File: config.mk
export PLATFORM = sky130hd
export DESIGN_NAME = frac_n_pll_divider_calc
export DESIGN_NICKNAME = d
export VERILOG_FILES = /design/src/rtl/fnpll_pkg.sv /design/src/rtl/frac_n_pll_divider_calc.sv
export SDC_FILE = /design/constraint.sdc
export NUM_CORES = 2
export LEC_CHECK = 0
export BUFFER_PORTS_ARGS = -buffer_cell sky130_fd_sc_hd__buf_2
export CAP_MARGIN = 20
export CORE_MARGIN = 2
export CORE_UTILIZATION = 31
export DETAILED_ROUTE_END_ITERATION = 8
export PLACE_DENSITY = 0.46
export SYNTH_ARGS = -nofsm -noshare
export SYNTH_HDL_FRONTEND = slang
export SYNTH_SLANG_ARGS = --single-unit
File: constraint.sdc
create_clock -name clk -period 5.7 [get_ports clk]
set_clock_uncertainty 0.1 [all_clocks]
set_input_delay 0.285 -clock clk [delete_from_list [all_inputs] [get_ports clk]]
set_output_delay 0.285 -clock clk [all_outputs]
set_load 0.02 [all_outputs]
File: src/rtl/fnpll_pkg.sv
// ----------------------------------------------------------------------------
// Fractional-N PLL divider calculation package
// Channel divider table, selection thresholds and constants for the
// divide-by-10 MHz step.
// ----------------------------------------------------------------------------
`default_nettype none

package fnpll_pkg;

	localparam int NumDiv = 18;
	localparam int IdxW = 5;
	localparam int DivW = 10;
	localparam int FreqW = 34;
	localparam int VcoW = 35;
	localparam int NIntW = 12;
	localparam int NNumW = 24;

	// 10 MHz = 2^7 * 78125; the low seven bits bypass the divider.
	localparam int PfdShift = 7;
	localparam int OddW = 17;
	localparam logic [OddW-1:0] PfdOdd = 17'd78125;
	localparam logic [NNumW-1:0] PfdStep = 24'd10000000;

	// Reciprocal floor(2^40 / 78125); the estimate is low by at most one.
	localparam int RecipShift = 40;
	localparam int RecipW = 24;
	localparam logic [RecipW-1:0] RecipM = 24'd14073748;

	typedef logic [DivW-1:0] div_table_t [NumDiv];
	typedef logic [FreqW-1:0] thr_table_t [NumDiv];

	localparam div_table_t DivTable = '{
		10'd2, 10'd4, 10'd6, 10'd8, 10'd12, 10'd16, 10'd24, 10'd32, 10'd48,
		10'd64, 10'd72, 10'd96, 10'd128, 10'd192, 10'd256, 10'd384, 10'd512,
		10'd768
	};

	// Each entry is floor(7.5 GHz / divider).
	localparam thr_table_t ThrTable = '{
		34'd3750000000, 34'd1875000000, 34'd1250000000, 34'd937500000,
		34'd625000000, 34'd468750000, 34'd312500000, 34'd234375000,
		34'd156250000, 34'd117187500, 34'd104166666, 34'd78125000,
		34'd58593750, 34'd39062500, 34'd29296875, 34'd19531250,
		34'd14648437, 34'd9765625
	};

endpackage

`default_nettype wire

File: src/rtl/frac_n_pll_divider_calc.sv
// ----------------------------------------------------------------------------
// Fractional-N PLL divider calculation
// Picks the channel divider for a requested output frequency and splits the
// VCO frequency into the integer and fractional feedback divider values.
//
// Usage: drive output_frequency_hz and raise start for one cycle per item.
// busy is always low, so an item is accepted at every edge with start high,
// one item per clock cycle sustained. Each item gives one result, registered
// through the stages below: done is high for one cycle with
// divider_index, channel_divider, n_integer and n_numerator. The receiver
// cannot stall, and results are presented in acceptance order.
// Stages: divider select, VCO multiply, reciprocal multiply for the
// divide by 78125, back multiply and subtract, and a single correction
// step. Each step has its own register stage.
// Reset empties the pipeline; items in flight are dropped.
// ----------------------------------------------------------------------------
`default_nettype none

module frac_n_pll_divider_calc (
	input  wire logic                               clk,
	input  wire logic                               arst_n,
	input  wire logic                               start,
	output logic                                    busy,
	input  wire logic [fnpll_pkg::FreqW-1:0]        output_frequency_hz,
	output logic                                    done,
	output logic      [fnpll_pkg::IdxW-1:0]         divider_index,
	output logic      [fnpll_pkg::DivW-1:0]         channel_divider,
	output logic      [fnpll_pkg::NIntW-1:0]        n_integer,
	output logic      [fnpll_pkg::NNumW-1:0]        n_numerator
);

	localparam int VHiW = fnpll_pkg::VcoW - fnpll_pkg::PfdShift;
	localparam int RemW = fnpll_pkg::OddW + 1;
	localparam int QdW = fnpll_pkg::NIntW + fnpll_pkg::OddW;

	logic v_s1, v_s2, v_s3, v_s4, v_s5;

	logic [fnpll_pkg::IdxW-1:0] idx_sel;
	logic [fnpll_pkg::FreqW-1:0] freq_s1;
	logic [fnpll_pkg::IdxW-1:0] idx_s1, idx_s2, idx_s3, idx_s4, idx_s5;
	logic [fnpll_pkg::DivW-1:0] div_s1, div_s2, div_s3, div_s4, div_s5;

	logic [fnpll_pkg::FreqW+fnpll_pkg::DivW-1:0] vco_full;
	logic [fnpll_pkg::VcoW-1:0] vco_s2;

	logic [VHiW+fnpll_pkg::RecipW-1:0] qprod;
	logic [VHiW-1:0] vhi_s3;
	logic [fnpll_pkg::PfdShift-1:0] vlo_s3, vlo_s4, vlo_s5;
	logic [fnpll_pkg::NIntW-1:0] q_s3, q_s4, q_s5;

	logic [QdW-1:0] qd;
	logic [QdW-1:0] rem_full;
	logic [RemW-1:0] rem_s4;

	logic rem_ge;
	logic [RemW-1:0] rem_corr;
	logic [fnpll_pkg::OddW-1:0] rem_s5;

	assign busy = 1'b0;

	always_comb begin
		idx_sel = '0;
		for (int i = fnpll_pkg::NumDiv - 1; i >= 0; i--) begin
			if (output_frequency_hz >= fnpll_pkg::ThrTable[i]) begin
				idx_sel = fnpll_pkg::IdxW'(i);
			end
		end
	end

	assign vco_full = freq_s1 * div_s1;
	assign qprod = vco_s2[fnpll_pkg::VcoW-1:fnpll_pkg::PfdShift] * fnpll_pkg::RecipM;
	assign qd = q_s3 * fnpll_pkg::PfdOdd;
	assign rem_full = QdW'(vhi_s3) - qd;
	assign rem_ge = rem_s4 >= RemW'(fnpll_pkg::PfdOdd);
	assign rem_corr = rem_ge ? (rem_s4 - RemW'(fnpll_pkg::PfdOdd)) : rem_s4;

	always_ff @(posedge clk or negedge arst_n) begin
		if (!arst_n) begin
			v_s1 <= 1'b0;
			v_s2 <= 1'b0;
			v_s3 <= 1'b0;
			v_s4 <= 1'b0;
			v_s5 <= 1'b0;
		end else begin
			v_s1 <= start && !busy;
			v_s2 <= v_s1;
			v_s3 <= v_s2;
			v_s4 <= v_s3;
			v_s5 <= v_s4;
		end
	end

	always_ff @(posedge clk) begin
		freq_s1 <= output_frequency_hz;
		idx_s1 <= idx_sel;
		div_s1 <= fnpll_pkg::DivTable[idx_sel];

		vco_s2 <= vco_full[fnpll_pkg::VcoW-1:0];
		idx_s2 <= idx_s1;
		div_s2 <= div_s1;

		q_s3 <= qprod[fnpll_pkg::RecipShift+fnpll_pkg::NIntW-1:fnpll_pkg::RecipShift];
		vhi_s3 <= vco_s2[fnpll_pkg::VcoW-1:fnpll_pkg::PfdShift];
		vlo_s3 <= vco_s2[fnpll_pkg::PfdShift-1:0];
		idx_s3 <= idx_s2;
		div_s3 <= div_s2;

		rem_s4 <= rem_full[RemW-1:0];
		q_s4 <= q_s3;
		vlo_s4 <= vlo_s3;
		idx_s4 <= idx_s3;
		div_s4 <= div_s3;

		rem_s5 <= rem_corr[fnpll_pkg::OddW-1:0];
		q_s5 <= rem_ge ? (q_s4 + 1'b1) : q_s4;
		vlo_s5 <= vlo_s4;
		idx_s5 <= idx_s4;
		div_s5 <= div_s4;
	end

	assign done = v_s5;
	assign divider_index = idx_s5;
	assign channel_divider = div_s5;
	assign n_integer = q_s5;
	assign n_numerator = {rem_s5, vlo_s5};

	// Every accepted item comes out as a result.
	a_latency: assert property (@(posedge clk) disable iff (!arst_n)
		start && !busy |-> ##5 done)
		else $error("accepted item did not produce a result after five cycles");

	// Nothing comes out that was not accepted.
	a_no_spurious: assert property (@(posedge clk) disable iff (!arst_n)
		done |-> $past(start && !busy, 5))
		else $error("result without an accepted item");

	// The reciprocal estimate is never more than one step low.
	a_rem_bound: assert property (@(posedge clk) disable iff (!arst_n)
		v_s4 |-> rem_s4 < RemW'(2 * 78125))
		else $error("quotient estimate out of range");

	a_num_range: assert property (@(posedge clk) disable iff (!arst_n)
		done |-> n_numerator < fnpll_pkg::PfdStep)
		else $error("fractional numerator not below the denominator");

	a_div_match: assert property (@(posedge clk) disable iff (!arst_n)
		done |-> divider_index < fnpll_pkg::IdxW'(fnpll_pkg::NumDiv) &&
			channel_divider == fnpll_pkg::DivTable[divider_index])
		else $error("divider value does not match its index");

endmodule

`default_nettype wire

==> flow_metrics.tcl <==
set metrics [dict create \
    violations "negative setup slack" \
    synth.area.top_cells "fa_1 38%, dfxtp_1 16%, ha_1 15%, inv_1 8.4%, nand2_1 3.1%" \
    worstPathArrival_ps 6620 \
    synthFlopType "dfxtp_1" \
    synth_cell_types 80 \
    grt_pass1_wl_um 125300 \
    grt_pass1_vias 22362 \
    r2r_start "vco_s2[15]" \
    first_iter_violations 961 \
    nFillCells 9560 \
    vias 20460 \
    grt_util_met2_pct 27.83 \
    critPathMaxFanout 4 \
    track_usage_pct 16.33 \
    start_kind "register" \
    maxSlewHeadroom_pct 36.42 \
    ff2ff_path_depth 22 \
    clk_latency_ps 630 \
    cts_buffers 31 \
    pin_count 90 \
    cts.htree.levels 1 \
    whs_path_depth 2 \
    regArea_sq_mm 0.005027 \
    fin_cells 4594 \
    antenna_found_initial 2 \
    rsz0062_at_grt "true" \
    yosysTopAreaCell "fa_1" \
    rows 113 \
    dp_hpwl_um 66000 \
    yosys-top-cells-count "663 x inv_1, 555 x fa_1, 353 x ha_1" \
    synth_seq_cells 245 \
    hold_violations 0 \
    critical_path_required_ps 6100 \
    startpoint "vco_s2[15]" \
    busiest_layer "met2" \
    core_area_sq_mm 0.09459 \
    avgSynthCellArea_sq_um 10.00 \
    hold_class "input port to register" \
    setup_ws_ps -524.9 \
    drive_above_1_share_pct 18.65 \
    cts.sinks 245 \
    vias_per_cell 4.454 \
    yosys_warnings 0 \
    fmax_mhz 160.6 \
    fin_nets 4250 \
    port_buffers 86 \
    die_h_um 312.4 \
    drc 0 \
    clock_path_buffers 3 \
    area_growth_pct 21.27 \
    tightest_slew_ps 953.7 \
    start_util_pct 31.18 \
    slew_violations 0 \
    drt-wirelength-per-cell_um 17.03 \
    cts_tree "yes" \
    cts_root_buf "clkbuf_16" \
    end_kind "register" \
    min_from "start" \
    clk_pin_slew_ps 60 \
    period_share_pct 109.2 \
    n_antenna_cell 0 \
    synth_cells 2949 \
    synth_edf_count 0 \
    grt_use_met3_pct 1.745 \
    gp_congestion 0.8845 \
    period_needed_ps 6225 \
    die_x_um 312.4 \
    met1_usage_pct 22.29 \
    multi_input_area_sq_mm 0.02239 \
    grt_overflow 0 \
    async_flop_share_pct 2.041 \
    synth_top_area_share_pct 37.68 \
    yosysMostFrequentCell "inv_1" \
    status "complete, but fails checks" \
    path_class "register to register" \
    placedCellCount 4489 \
    finalSetupViolCount 12 \
    route.antenna.remaining_nets 0 \
    grt_max_degree 30 \
    synth-seq-area-share_pct 16.72 \
    cap_violations 0 \
    first_pass_iters 5 \
    postRouteWirelength_um 78240 \
    synth_area_sq_mm 0.02949 \
    die_area_sq_mm 0.09761 \
]
-- cell families after synthesis --
group / share of synthesized area, %
compound gates: 6.780
mux: 0.07213
xor+xnor: 3.297
buf+inv: 9.818
other cells: 0.01272
fa+ha+maj: 52.65
simple gates: 10.65
flops: 16.72
-- final timing paths --
check / slack, ps / to
worst max-delay path: -520 / q_s3[11]
worst min-delay path: 220 / v_s1
worst max register to register: -520 / q_s3[11]
worst min register to register: 220 / div_s3[4]
max in group asynchronous: 4850 / v_s2
min in group asynchronous: 460 / done
-- layout make-up --
type / instances / share of cell area (%)
flip-flops and latches: 245 / 14.06
multi-input cells: 1944 / 62.60
repair buffers: 420 / 9.089
well taps: 1265 / 4.426
clock inverters: 20 / 0.5668
inverters: 663 / 6.969
clock buffers: 37 / 2.288
-- flip-flops by register name (all words and copies together), names as in the netlist, 6 cells and up --
name,cells
channel_divider,9
q_s4,12
vlo_s4,6
n_integer,12
div_s1,9
q_s3,12
freq_s1,34
vlo_s3,6
vlo_s5,6
div_s3,9
rem_s5,17
rem_s4,18
div_s2,9
vhi_s3,18
vco_s2,34
div_s4,9
-- what timing repair did --
| item | CTS | global route |
|---|---|---|
| resized for setup | 64 | 98 |
| hold buffers | 37 | 0 |
| pin swaps | 43 | 49 |
| endpoints found under the hold margin | 40 | 0 |
| setup endpoints to repair | 15 | 17 |
| gates cloned | 0 | 0 |
| setup buffers | 9 | 3 |
-- cells in the final DEF (no fill, tap or decap), types with 35 or more instances in the layout --
cell	n
a21oi_1	62
and2_1	106
buf_2	86
a21o_1	43
ha_1	320
nor3_1	35
buf_4	271
fa_1	542
o21ai_0	47
nand2_1	241
dlygate4sd3_1	37
dfxtp_1	202
inv_1	638
nor2_1	79
xnor2_1	84
-- worst max-delay path, stage by stage, from the launching register on --
cell and delay [ps]:
dfxtp_4 370, buf_4 150, fa_1 490, fa_1 500, inv_1 50, fa_1 450
fa_1 490, inv_1 50, fa_1 450, fa_1 530, inv_2 40, fa_1 480
inv_2 50, ha_4 260, and3_4 180, o2111ai_2 120, a311oi_2 230, buf_4 200
o21bai_4 100, a211o_1 340, a31oi_4 210, and4_1 230, nor3_2 40
-- layer usage --
layer / part of all wire, % / routed length [um]
met1: 46 / 36150
met2: 48 / 37870
met3: 3.2 / 2485
met4: 2.2 / 1719
met5: 0.017 / 13
-- through the flow --
stage	util (%)	hold WS [ps]	worst slack, ps	TNS (ps)	cell area, sq um
4_1_cts	37.36	195.2	-574.8	-5371	35340
6_report	37.81	217.5	-524.9	-4616	35760
3_5_place_dp	35.56	7.173	-764.0	-8034	33640
5_1_grt	37.81	211.6	-735.0	-7167	35760
3_3_place_gp	35.56	5.727	-710.2	-7182	33640
2_1_floorplan	-	-110.6	-79.90	-147.7	29720
Power is not shown: default switching activity piles up to over one toggle a cycle in this logic, so the estimate is an artifact.
